===== src/hw/rtl/multi_channel_countdown_timer_bank_assert.svh =====
// Assertion macros shared by the timer bank RTL.
// Included by name from the files that check their own logic; no other dependencies.
`ifndef MULTI_CHANNEL_COUNTDOWN_TIMER_BANK_ASSERT_SVH
`define MULTI_CHANNEL_COUNTDOWN_TIMER_BANK_ASSERT_SVH
`ifndef SYNTHESIS
// Same-cycle implication, disabled during reset.
`define MCTB_ASSERT_NOW(label, clk, rst, ante, cons) \
  label: assert property (@(posedge clk) disable iff (rst) (ante) |-> (cons)) \
    else $error("timer bank check failed: same-cycle implication");
// Next-cycle implication, disabled during reset.
`define MCTB_ASSERT_NEXT(label, clk, rst, ante, cons) \
  label: assert property (@(posedge clk) disable iff (rst) (ante) |=> (cons)) \
    else $error("timer bank check failed: next-cycle implication");
`else
`define MCTB_ASSERT_NOW(label, clk, rst, ante, cons)
`define MCTB_ASSERT_NEXT(label, clk, rst, ante, cons)
`endif
`endif


===== src/hw/rtl/mctb_pkg.sv =====
// Shared constants, codes and types of the countdown timer bank.
// No dependencies; every other RTL file but the assertion header imports it.
`default_nettype none

package mctb_pkg;

  // Bank geometry.
  localparam int NUM_TIMERS  = 8;
  localparam int COUNT_WIDTH = 16;

  // Fixed field widths of the words on the channels.
  localparam int MODE_W     = 2;
  localparam int INDEX_W    = 3;
  localparam int COUNT_IN_W = 16;
  localparam int MASK_W     = 8;
  localparam int TIME_W     = 32;

  // Configuration port.
  localparam int CFG_INDEX_W = 1;
  localparam int CFG_DATA_W  = 32;
  localparam logic [CFG_INDEX_W-1:0] CFG_TICK_INCREMENT = 1'b0;
  localparam logic [CFG_INDEX_W-1:0] CFG_NOTIFY_MASK    = 1'b1;

  // Oscillator counts per centisecond after reset.
  localparam logic [TIME_W-1:0] RESET_INCREMENT = 32'd36864;

  // Operation codes carried in the mode field.
  localparam logic [MODE_W-1:0] MODE_TICK  = 2'd0;
  localparam logic [MODE_W-1:0] MODE_SET   = 2'd1;
  localparam logic [MODE_W-1:0] MODE_CLEAR = 2'd2;
  localparam logic [MODE_W-1:0] MODE_POLL  = 2'd3;

  // Commands from the controller to the datapath.
  typedef struct packed {
    logic capture;  // latch the accepted input word
    logic execute;  // apply the latched word and load the result register
  } cmd_t;

endpackage

`default_nettype wire


===== src/hw/rtl/mctb_if.sv =====
// Valid/ready channel interfaces for input words and result words.
// Depends on mctb_pkg for the field widths.
`default_nettype none

interface mctb_in_if;
  import mctb_pkg::*;
  logic                  valid;
  logic                  ready;
  logic [MODE_W-1:0]     mode;
  logic [INDEX_W-1:0]    timer_index;
  logic [COUNT_IN_W-1:0] count;

  modport source (output valid, mode, timer_index, count, input ready);
  modport sink (input valid, mode, timer_index, count, output ready);
endinterface

interface mctb_out_if;
  import mctb_pkg::*;
  logic              valid;
  logic              ready;
  logic              status;
  logic [MASK_W-1:0] expired_mask;
  logic [TIME_W-1:0] centiseconds;
  logic [TIME_W-1:0] counter_now;

  modport source (output valid, status, expired_mask, centiseconds, counter_now, input ready);
  modport sink (input valid, status, expired_mask, centiseconds, counter_now, output ready);
endinterface

`default_nettype wire


===== src/hw/rtl/mctb_datapath.sv =====
// Datapath of the timer bank: word latch, timer state, oscillator and match logic,
// and the result register. Depends on mctb_pkg; driven by mctb_ctrl commands.
`default_nettype none

module mctb_datapath (
  input  wire                               clk,
  input  wire                               rst,
  input  wire  mctb_pkg::cmd_t              cmd,
  input  wire  [mctb_pkg::MODE_W-1:0]       mode,
  input  wire  [mctb_pkg::INDEX_W-1:0]      timer_index,
  input  wire  [mctb_pkg::COUNT_IN_W-1:0]   count,
  input  wire                               cfg_we,
  input  wire  [mctb_pkg::CFG_INDEX_W-1:0]  cfg_index,
  input  wire  [mctb_pkg::CFG_DATA_W-1:0]   cfg_wdata,
  output logic                              status,
  output logic [mctb_pkg::MASK_W-1:0]       expired_mask,
  output logic [mctb_pkg::TIME_W-1:0]       centiseconds,
  output logic [mctb_pkg::TIME_W-1:0]       counter_now
);
  import mctb_pkg::*;

  // Configuration registers.
  logic [TIME_W-1:0] tick_increment;
  logic [MASK_W-1:0] notify_mask;

  // Latched input word.
  logic [MODE_W-1:0]     item_mode;
  logic [INDEX_W-1:0]    item_index;
  logic [COUNT_IN_W-1:0] item_count;

  // Bank state.
  logic [COUNT_WIDTH-1:0] remaining [NUM_TIMERS];
  logic [NUM_TIMERS-1:0]  expired_flag;
  logic [TIME_W-1:0]      centisecond_count;
  logic [TIME_W-1:0]      oscillator_counter;
  logic [TIME_W-1:0]      match_value;
  logic                   match_pending;

  // Next-state values.
  logic [COUNT_WIDTH-1:0] remaining_next [NUM_TIMERS];
  logic [NUM_TIMERS-1:0]  expired_flag_next;
  logic [NUM_TIMERS-1:0]  reached_zero;
  logic [TIME_W-1:0]      centisecond_count_next;
  logic [TIME_W-1:0]      oscillator_counter_next;
  logic [TIME_W-1:0]      match_value_next;
  logic                   match_pending_next;
  logic [MASK_W-1:0]      mask_next;
  logic                   status_next;
  logic                   service;

  // Configuration writes; indexes beyond the list fall through.
  always_ff @(posedge clk) begin
    if (rst) begin
      tick_increment <= RESET_INCREMENT;
      notify_mask    <= '0;
    end else if (cfg_we) begin
      case (cfg_index)
        CFG_TICK_INCREMENT: tick_increment <= cfg_wdata[TIME_W-1:0];
        CFG_NOTIFY_MASK:    notify_mask    <= cfg_wdata[MASK_W-1:0];
        default: ;
      endcase
    end
  end

  // Hold the accepted word until the controller executes it.
  always_ff @(posedge clk) begin
    if (cmd.capture) begin
      item_mode  <= mode;
      item_index <= timer_index;
      item_count <= count;
    end
  end

  // Update of the whole bank for one word; all timers step in parallel.
  always_comb begin
    remaining_next          = remaining;
    expired_flag_next       = expired_flag;
    reached_zero            = '0;
    centisecond_count_next  = centisecond_count;
    oscillator_counter_next = oscillator_counter;
    match_value_next        = match_value;
    match_pending_next      = match_pending;
    mask_next               = '0;
    status_next             = 1'b0;
    service                 = (item_mode == MODE_POLL) && match_pending;

    case (item_mode)
      MODE_TICK: begin
        oscillator_counter_next = oscillator_counter + 32'd1;
        if (oscillator_counter_next == match_value) begin
          match_pending_next = 1'b1;
        end
      end
      MODE_SET: begin
        for (int i = 0; i < NUM_TIMERS; i++) begin
          if (int'(item_index) == i) begin
            remaining_next[i]    = COUNT_WIDTH'(item_count);
            expired_flag_next[i] = 1'b0;
          end
        end
      end
      MODE_CLEAR: begin
        for (int i = 0; i < NUM_TIMERS; i++) begin
          if (int'(item_index) == i) begin
            remaining_next[i]    = '0;
            expired_flag_next[i] = 1'b0;
          end
        end
      end
      MODE_POLL: begin
        if (service) begin
          match_pending_next     = 1'b0;
          match_value_next       = match_value + tick_increment;
          centisecond_count_next = centisecond_count + 32'd1;
          for (int i = 0; i < NUM_TIMERS; i++) begin
            if (remaining[i] != '0) begin
              remaining_next[i] = remaining[i] - COUNT_WIDTH'(1);
              if (remaining[i] == COUNT_WIDTH'(1)) begin
                expired_flag_next[i] = 1'b1;
                reached_zero[i]      = 1'b1;
              end
            end
          end
        end
      end
      default: ;
    endcase

    // Only the first eight timers have a notify bit.
    for (int j = 0; j < MASK_W; j++) begin
      if (j < NUM_TIMERS) begin
        mask_next[j] = reached_zero[j] & notify_mask[j];
      end
    end

    // Status of the addressed timer after this word; zero beyond the bank.
    for (int i = 0; i < NUM_TIMERS; i++) begin
      if (int'(item_index) == i) begin
        status_next = expired_flag_next[i];
      end
    end
  end

  // Bank state registers.
  always_ff @(posedge clk) begin
    if (rst) begin
      for (int i = 0; i < NUM_TIMERS; i++) begin
        remaining[i] <= '0;
      end
      expired_flag       <= '0;
      centisecond_count  <= '0;
      oscillator_counter <= '0;
      match_value        <= RESET_INCREMENT;
      match_pending      <= 1'b0;
    end else if (cmd.execute) begin
      remaining          <= remaining_next;
      expired_flag       <= expired_flag_next;
      centisecond_count  <= centisecond_count_next;
      oscillator_counter <= oscillator_counter_next;
      match_value        <= match_value_next;
      match_pending      <= match_pending_next;
    end
  end

  // Result register; it holds while the downstream side stalls.
  always_ff @(posedge clk) begin
    if (cmd.execute) begin
      status       <= status_next;
      expired_mask <= mask_next;
      centiseconds <= centisecond_count_next;
      counter_now  <= oscillator_counter_next;
    end
  end

endmodule

`default_nettype wire


===== src/hw/rtl/mctb_ctrl.sv =====
// Controller of the timer bank: accepts a word, schedules its execution and
// tracks the result register. Depends on mctb_pkg and the assertion macros.
`default_nettype none
`include "multi_channel_countdown_timer_bank_assert.svh"

module mctb_ctrl (
  input  wire             clk,
  input  wire             rst,
  input  wire             in_valid,
  output logic            in_ready,
  output logic            out_valid,
  input  wire             out_ready,
  output mctb_pkg::cmd_t  cmd
);
  import mctb_pkg::*;

  typedef enum logic [1:0] {
    S_IDLE = 2'b01,
    S_EXEC = 2'b10
  } state_t;

  state_t state;
  state_t state_next;

  // A word is taken only when nothing is waiting for execution.
  assign in_ready    = (state == S_IDLE);
  assign cmd.capture = in_valid && in_ready;
  // Execute once the result register is free or is being emptied this cycle.
  assign cmd.execute = (state == S_EXEC) && (!out_valid || out_ready);

  // Next state.
  always_comb begin
    state_next = state;
    case (state)
      S_IDLE: begin
        if (cmd.capture) begin
          state_next = S_EXEC;
        end
      end
      S_EXEC: begin
        if (cmd.execute) begin
          state_next = S_IDLE;
        end
      end
      default: state_next = S_IDLE;
    endcase
  end

  always_ff @(posedge clk) begin
    if (rst) begin
      state <= S_IDLE;
    end else begin
      state <= state_next;
    end
  end

  // Result register occupancy.
  always_ff @(posedge clk) begin
    if (rst) begin
      out_valid <= 1'b0;
    end else if (cmd.execute) begin
      out_valid <= 1'b1;
    end else if (out_ready) begin
      out_valid <= 1'b0;
    end
  end

  `MCTB_ASSERT_NEXT(a_exec_loads_result, clk, rst, cmd.execute, out_valid)
  `MCTB_ASSERT_NEXT(a_capture_then_exec, clk, rst, cmd.capture, state == S_EXEC)
  `MCTB_ASSERT_NEXT(a_stall_holds_word, clk, rst,
    (state == S_EXEC) && out_valid && !out_ready, (state == S_EXEC) && out_valid)
  `MCTB_ASSERT_NOW(a_no_exec_when_idle, clk, rst, state == S_IDLE, !cmd.execute)

endmodule

`default_nettype wire


===== src/hw/rtl/multi_channel_countdown_timer_bank.sv =====
// Channel   Dir  Fields                                              Handshake
// item      in   mode, timer_index, count                            valid/ready
// result    out  status, expired_mask, centiseconds, counter_now     valid/ready
// cfg       in   cfg_index, cfg_wdata                                cfg_we, no wait
//
// Each word is first accepted into the input latch and then applied to all
// timers at once, which loads the result register.
// The next word is accepted while a result still waits to be taken; execution
// waits only while the result register is full and stalled.
// Reset is synchronous; there is no clearing pass.
// Top level of the countdown timer bank; depends on mctb_pkg, mctb_if,
// mctb_ctrl and mctb_datapath.
`default_nettype none

module multi_channel_countdown_timer_bank (
  input  wire                               clk,
  input  wire                               rst,
  mctb_in_if.sink                           item,
  mctb_out_if.source                        result,
  input  wire                               cfg_we,
  input  wire  [mctb_pkg::CFG_INDEX_W-1:0]  cfg_index,
  input  wire  [mctb_pkg::CFG_DATA_W-1:0]   cfg_wdata
);
  import mctb_pkg::*;

  cmd_t cmd;
  logic in_ready;
  logic out_valid;

  // Sequencing of accept, execute and result delivery.
  mctb_ctrl u_ctrl (
    .clk       (clk),
    .rst       (rst),
    .in_valid  (item.valid),
    .in_ready  (in_ready),
    .out_valid (out_valid),
    .out_ready (result.ready),
    .cmd       (cmd)
  );

  // Timer state and result register.
  mctb_datapath u_datapath (
    .clk          (clk),
    .rst          (rst),
    .cmd          (cmd),
    .mode         (item.mode),
    .timer_index  (item.timer_index),
    .count        (item.count),
    .cfg_we       (cfg_we),
    .cfg_index    (cfg_index),
    .cfg_wdata    (cfg_wdata),
    .status       (result.status),
    .expired_mask (result.expired_mask),
    .centiseconds (result.centiseconds),
    .counter_now  (result.counter_now)
  );

  assign item.ready   = in_ready;
  assign result.valid = out_valid;

endmodule

`default_nettype wire


===== src/flat_wrapper.sv =====
// flat-port wrapper written by rule: the top's interface ports become plain ports
module multi_channel_countdown_timer_bank_flat import mctb_pkg::*;
  (clk, rst, cfg_we, cfg_index, cfg_wdata, item_valid, item_mode, item_timer_index, item_count, item_ready, result_valid, result_status, result_expired_mask, result_centiseconds, result_counter_now, result_ready);
  mctb_in_if item_i ();
  mctb_out_if result_i ();
  input  wire clk;
  input  wire rst;
  input  wire cfg_we;
  input  wire  [mctb_pkg::CFG_INDEX_W-1:0] cfg_index;
  input  wire  [mctb_pkg::CFG_DATA_W-1:0] cfg_wdata;
  input wire logic [$bits(item_i.valid)-1:0] item_valid;
  input wire logic [$bits(item_i.mode)-1:0] item_mode;
  input wire logic [$bits(item_i.timer_index)-1:0] item_timer_index;
  input wire logic [$bits(item_i.count)-1:0] item_count;
  output wire logic [$bits(item_i.ready)-1:0] item_ready;
  output wire logic [$bits(result_i.valid)-1:0] result_valid;
  output wire logic [$bits(result_i.status)-1:0] result_status;
  output wire logic [$bits(result_i.expired_mask)-1:0] result_expired_mask;
  output wire logic [$bits(result_i.centiseconds)-1:0] result_centiseconds;
  output wire logic [$bits(result_i.counter_now)-1:0] result_counter_now;
  input wire logic [$bits(result_i.ready)-1:0] result_ready;
  assign item_i.valid = item_valid;
  assign item_i.mode = item_mode;
  assign item_i.timer_index = item_timer_index;
  assign item_i.count = item_count;
  assign item_ready = item_i.ready;
  assign result_valid = result_i.valid;
  assign result_status = result_i.status;
  assign result_expired_mask = result_i.expired_mask;
  assign result_centiseconds = result_i.centiseconds;
  assign result_counter_now = result_i.counter_now;
  assign result_i.ready = result_ready;
  multi_channel_countdown_timer_bank u_core (.clk(clk), .rst(rst), .item(item_i), .result(result_i), .cfg_we(cfg_we), .cfg_index(cfg_index), .cfg_wdata(cfg_wdata));
endmodule

===== config.mk =====
export PLATFORM = sky130hd
export DESIGN_NAME = multi_channel_countdown_timer_bank_flat
export DESIGN_NICKNAME = d
export VERILOG_FILES = /design/src/hw/rtl/mctb_pkg.sv /design/src/hw/rtl/mctb_if.sv /design/src/hw/rtl/mctb_datapath.sv /design/src/hw/rtl/mctb_ctrl.sv /design/src/hw/rtl/multi_channel_countdown_timer_bank.sv /design/src/flat_wrapper.sv
export VERILOG_INCLUDE_DIRS = /design/src /design/src/hw/rtl
export SDC_FILE = /design/constraint.sdc
export NUM_CORES = 1
export LEC_CHECK = 0
export BUFFER_PORTS_ARGS = -buffer_cell sky130_fd_sc_hd__buf_2
export CORE_MARGIN = 2
export CORE_UTILIZATION = 35
export CTS_CLUSTER_DIAMETER = 40
export CTS_CLUSTER_SIZE = 25
export DETAILED_ROUTE_END_ITERATION = 8
export PLACE_DENSITY = 0.58
export SYNTH_ARGS = -nofsm -noshare
export SYNTH_HDL_FRONTEND = slang
export SYNTH_SLANG_ARGS = --single-unit
export TNS_END_PERCENT = 100

===== constraint.sdc =====
create_clock -name clk -period 4.1 [get_ports clk]
set_input_delay 0.205 -clock clk [delete_from_list [all_inputs] [get_ports clk]]
set_output_delay 0.205 -clock clk [all_outputs]
set_load 0.01 [all_outputs]

* Word level (Yosys, flattened, before mapping)
Index checks and enable logic that the tools add are counted.
** Operators by class
- Eq/ne operators :: 49
- Reduce and logical (&&, ||, !) cells :: 32
- Bitwise gates (word level) :: 9
- Add/subtract/negate cells :: 11
- Muxes and demuxes :: 89
** Operators with widths (count)
- 16-bit 2-to-1 mux :: 24
- 128-bit one-hot mux with 3 select lines :: 1
- 16-bit by 1-bit == test with 1-bit output (second input constant) :: 8
- 128-bit 2-to-1 mux :: 1
- 16-bit nonzero test :: 8
- 16-bit by 1-bit subtractor with 16-bit output (second input constant) :: 8
- 32-bit 2-to-1 mux :: 3
- 32-bit by 1-bit adder with 32-bit output (second input constant) :: 2
- 1-bit 2-to-1 mux :: 52
- 6-bit AND reduction :: 8
- 2-bit != test (second input constant) :: 18
- 32-bit adder :: 1
- 32-bit == test :: 1
- 8-bit 2-to-1 mux :: 3
- 2-bit by 1-bit != test with 1-bit output (second input constant) :: 10
- 8-bit one-hot mux with 2 select lines :: 1
- 3-bit == test (second input constant) :: 4
- 1-bit bitwise AND :: 8
- 2-bit == test (second input constant) :: 3
- 3-bit by 2-bit == test with 1-bit output (second input constant) :: 2
- 2-bit AND reduction :: 3
- 2-bit by 1-bit == test with 1-bit output (second input constant) :: 2
- 2-bit 2-to-1 mux :: 2
- 2-bit one-hot mux with 2 select lines :: 1
- 13 further kinds :: 16
** Storage, ports and cells
- Output and inout bits :: 75
- Word-level logic and storage cells :: 214
- Bits of input ports :: 59
- Bits in registers :: 370

* Logic depth before layout (Yosys ltp)
- Word-level depth :: 13
- Depth in mapped cells :: 12
- Mapped depth without buffers :: 12

* By module
A second synthesis with hierarchy kept.
** Unflattened totals
- Cells, all modules :: 2414
- Area total of the unflattened synthesis :: 19872.8 um^2
** Modules (own cells, without submodules)
- mctb_datapath :: instances 1, cells each 2402, area each 19743.9 um^2, sequential area each 8287.9 um^2
- mctb_ctrl :: instances 1, cells each 12, area each 128.9 um^2, sequential area each 60.1 um^2

* Worst setup path before layout
OpenSTA, ideal clock, no wires.
- Kind :: register to register
- Start point :: reg u_core.u_ctrl.state[0]
- End point :: reg u_core.u_datapath.expired_flag[0]
- Data required time :: 3972 ps
- Stages on the path, launching flop included :: 9
- Setup slack :: 341 ps
- Period minus slack after synthesis :: 3759 ps
- Buffers on the path :: 2
- Library setup time :: 128 ps
- Arrival time :: 3631 ps
- Cell sequence :: dfxtp_1 -> nand2b_1 -> nand2b_1 -> clkbuf_1 -> clkinv_1 -> clkbuf_1 -> o211ai_1 -> a32oi_1 -> nor2_1
** RTL lines
- start: declaration :: line mctb_ctrl.sv:22 : state_t state;
- start signal: assignment :: line mctb_ctrl.sv:53 : state <= state_next;
- end signal: assignment :: line mctb_datapath.sv:157 : expired_flag <= expired_flag_next;
- end: declaration :: line mctb_datapath.sv:33 : logic [NUM_TIMERS-1:0] expired_flag;

* Worst setup path in the final report
- Start point :: reg u_core.u_datapath.oscillator_counter[0]
- End point :: reg u_core.u_datapath.match_pending
** Between the ends
- Word-level cells in the longest chain between the ends :: 4
** Ends and longest elaborated chain
- start: declaration :: line mctb_datapath.sv:35 : logic [TIME_W-1:0] oscillator_counter;
- start signal: assignment :: line mctb_datapath.sv:159 : oscillator_counter <= oscillator_counter_next;
- 32-bit by 1-bit adder with 32-bit output :: line mctb_datapath.sv:89 : oscillator_counter_next = oscillator_counter + 32'd1;
- 32-bit == test :: line mctb_datapath.sv:90 : if (oscillator_counter_next == match_value) begin
- 2-bit != test (no source line)
- 4-bit AND reduction (no source line)
- end signal: assignment :: line mctb_datapath.sv:161 : match_pending <= match_pending_next;
- end: declaration :: line mctb_datapath.sv:37 : logic match_pending;
Every way passes these cells.
A chain may end at the register's enable or synchronous reset.

==> flow_summary.toml <==
[outcome]
status = "finished clean"

[synth]
syn-num-nets = 2578
synth_top_cell_area_share_pct = 27.5
yosysWarnings = 0
yosysTopAreaCell = "dfxtp_1"
ys_seq_area_share_pct = 41.6
synth_cell_types = 78
syn_avg_cell_area_um2 = 8.16
synth_area_um2 = 20100
synthArstFlopShare_pct = 0
synth_ff_type = "dfxtp_1"
synth_cells = 2460
ys_top_cells_by_area = "dfxtp_1 (28%), edfxtp_1 (14%), nand2_1 (6.9%)"
ys_seq_elements = 370
synth_edf_count = 94

[clocking]
cts_buffer_depth = 3
insertion_delay_ps = 600
clockRootBuffer = "clkbuf_16"
cts_made_buffers = 71
htreeDepth = 3
cts_tree = "done"
clkSinkCount = 370
clkTransAtPathRegs_ps = 50
cts_resized = 0

[final_layout]
drive_gt1_share_pct = 11.7
stdcell_count = 3421
final_core_util_pct = 43.1
fin_area_um2 = 24400
fill_cells = 5514
area_growth_pct = 21.4
fin_nets = 2724
multi_input_area_um2 = 11000
seqCellArea_um2 = 8350
num_antenna_cells = 0

[timing]
rsz0062_at_grt = "no"
slew_viol_final = 0
clock-skew-final_ps = 26.5
setup_viol = 0
finalCritPeriodShare_pct = 89.1
period_needed_ps = 3650
timing.hold.ws_ps = 155
worst_slew_pin_slew_ps = 1170
max_slew_margin_pct = 22.1
worst_slack_ps = 448
setup_tns_ps = 0
hold_viol = 0
fmax_mhz = 274

[global_routing]
grt_pass1_wl_um = 93800
track_usage_pct = 19.5
antenna_found_initial = 0
grt_max_degree = 198
grt_pass1_vias = 17518
overflow = 0

[placement]
place_area_um2 = 21400
port_buffers = 133
place_hpwl_um = 39500
placedCellCount = 3231
gp_congestion = 0.901
dpl_worst_slack_ps = 489

[routing]
wl_um = 59100
drc_errors = 0
first_iter_violations = 1272
vias = 18449
routedWlPerCell_um = 17.3
firstDrtPassIters = 5
viasPerCell = 5.39
ant_nets = 0

[setup_path]
cp.buffers_inverters = 0
cpPeakStageDelay_ps = 520
required_ps = 4580
crit_cells = 10
end_kind = "flip-flop"
reg2reg_slack_ps = 450
path_common_cell = "and3_1"
crit_family = "simple AND/OR/NAND/NOR gates"
arrival_ps = 4130
cp_slowest_cell = "dfxtp_1"
cp_max_fo = 10
worstPathCellList = "ha_1 > and3_1 > and3_1 > xnor2_1 > or4_1 > a2111oi_0 > nand4_1 > nor3_1 > o21ai_0 > o211a_1"
worst-setup-path-type = "reg2reg"
critPathLaunchType = "flip-flop"
r2r_cells = 10

[die]
dieWidth_um = 243
fp.dieH_um = 243
die-area_um2 = 59300
initial_core_util_pct = 35.5
rows = 87
core_area_um2 = 56500
pin_count = 134

[power]
p_per_area_nw_per_um2 = 421
p_leak_nw = 9.30
p_total_mw = 10.2
ir_worst_vdd_v = 0.000286

[flow_run]
maxCapViolations = 0

[hold_path]
hold-path-cell-count = 2
hp-class = "in2reg"
==> synthesized netlist by cell type (20+ instances only) <==
library cell  instances
a211oi_1             29
a21o_1               22
a21oi_1             173
a22oi_1              84
and3_1               25
clkbuf_1            125
dfxtp_1             276
edfxtp_1             94
ha_1                 58
inv_1                53
nand2_1             368
nand2b_1             20
nand3_1              77
nand4_1              25
nor2_1              272
nor3_1               66
nor4_1               23
o21ai_0             208
o31ai_1              33
or3_1                46
xnor2_1              95
xor2_1               75
==> registers in the layout (all words and copies together) (netlist names), 3 cells and up <==
signal                                flops
u_core.u_datapath.remaining             128
u_core.u_datapath.centisecond_count      32
u_core.u_datapath.centiseconds           32
u_core.u_datapath.counter_now            32
u_core.u_datapath.match_value            32
u_core.u_datapath.oscillator_counter     32
u_core.u_datapath.tick_increment         32
u_core.u_datapath.item_count             16
u_core.u_datapath.expired_flag            8
u_core.u_datapath.expired_mask            8
u_core.u_datapath.notify_mask             8
u_core.u_datapath.item_index              3
==> cell families (layout without fill, tap and decap cells) <==
| kind of cell | Yosys count | count (layout) | synth area share [%] |
|---|---|---|---|
| adders and majority gates | 59 | 59 | 3.71 |
| xor gates and xnor gates | 171 | 171 | 7.54 |
| buffers and inverters | 204 | 409 | 3.96 |
| AOI/OAI and AO/OA | 637 | 637 | 19.4 |
| muxes | 8 | 8 | 0.411 |
| and+or+nand+nor | 1011 | 1011 | 23.4 |
| DFF | 370 | 370 | 41.6 |
==> cells in the final DEF (no fill, tap or decap), types with 25 or more instances in the layout <==
cell type | synthesis | routed
o31ai_1 | 33 | 33
clkbuf_16 | 0 | 73
nand2_1 | 368 | 368
a22oi_1 | 84 | 84
o21ai_0 | 208 | 208
ha_1 | 58 | 57
xor2_1 | 75 | 75
inv_1 | 53 | 52
or3_1 | 46 | 46
dfxtp_1 | 276 | 276
and3_1 | 25 | 25
buf_2 | 14 | 132
nand3_1 | 77 | 77
edfxtp_1 | 94 | 94
xnor2_1 | 95 | 95
nand4_1 | 25 | 25
a211oi_1 | 29 | 29
nor2_1 | 272 | 271
buf_4 | 1 | 29
nor3_1 | 66 | 66
a21oi_1 | 173 | 173
dlygate4sd3_1 | 0 | 58
==> path summary, 6_finish.rpt <==
kind | start | end
worst max-delay path | u_core.u_datapath.oscillator_counter[0]$_SDFFE_PP0P_ | u_core.u_datapath.match_pending$_SDFFE_PP0P_
worst min register to register | u_core.u_datapath.notify_mask[2]$_SDFFE_PP0P_ | u_core.u_datapath.notify_mask[2]$_SDFFE_PP0P_
worst min-delay path | rst | u_core.u_datapath.oscillator_counter[23]$_SDFFE_PP0P_
worst max register to register | u_core.u_datapath.oscillator_counter[0]$_SDFFE_PP0P_ | u_core.u_datapath.match_pending$_SDFFE_PP0P_
==> power by group <==
| part | leakage (nW) | internal, mW | switching [mW] | total, mW |
|---|---|---|---|---|
| Clock | 1.16 | 3.72 | 2.07 | 5.80 |
| Combinational | 4.96 | 0.205 | 0.422 | 0.627 |
| Sequential | 3.19 | 3.79 | 0.0354 | 3.83 |
==> what timing repair did <==
action / in CTS / in global routing
endpoints found under the setup margin: 0 / 0
hold buffers: 58 / 0
endpoints found under the hold margin: 62 / 0
setup buffers: 0 / 0
==> routing by layer <==
metal  routed length (um)  GRT usage [%]  up-vias  part of all wire, %
met5                    0              0        -                    0
met4                 2040           8.72        0                  3.5
met3                 3300           3.48      125                  5.6
met2                27900           32.4      534                   47
met1                25900           24.7     8728                   44
li1                     -              -     9062                    -
==> cell type report <==
class                      instances  area share, %
sequential                       370           34.3
clock inverter                    42           2.03
inverter                          56          0.873
clock buffer                      90           7.80
tap                              756           3.88
timing repair buffer             221           6.13
multi-input combinational       1886           45.0
(Power assumes the default switching activity.)
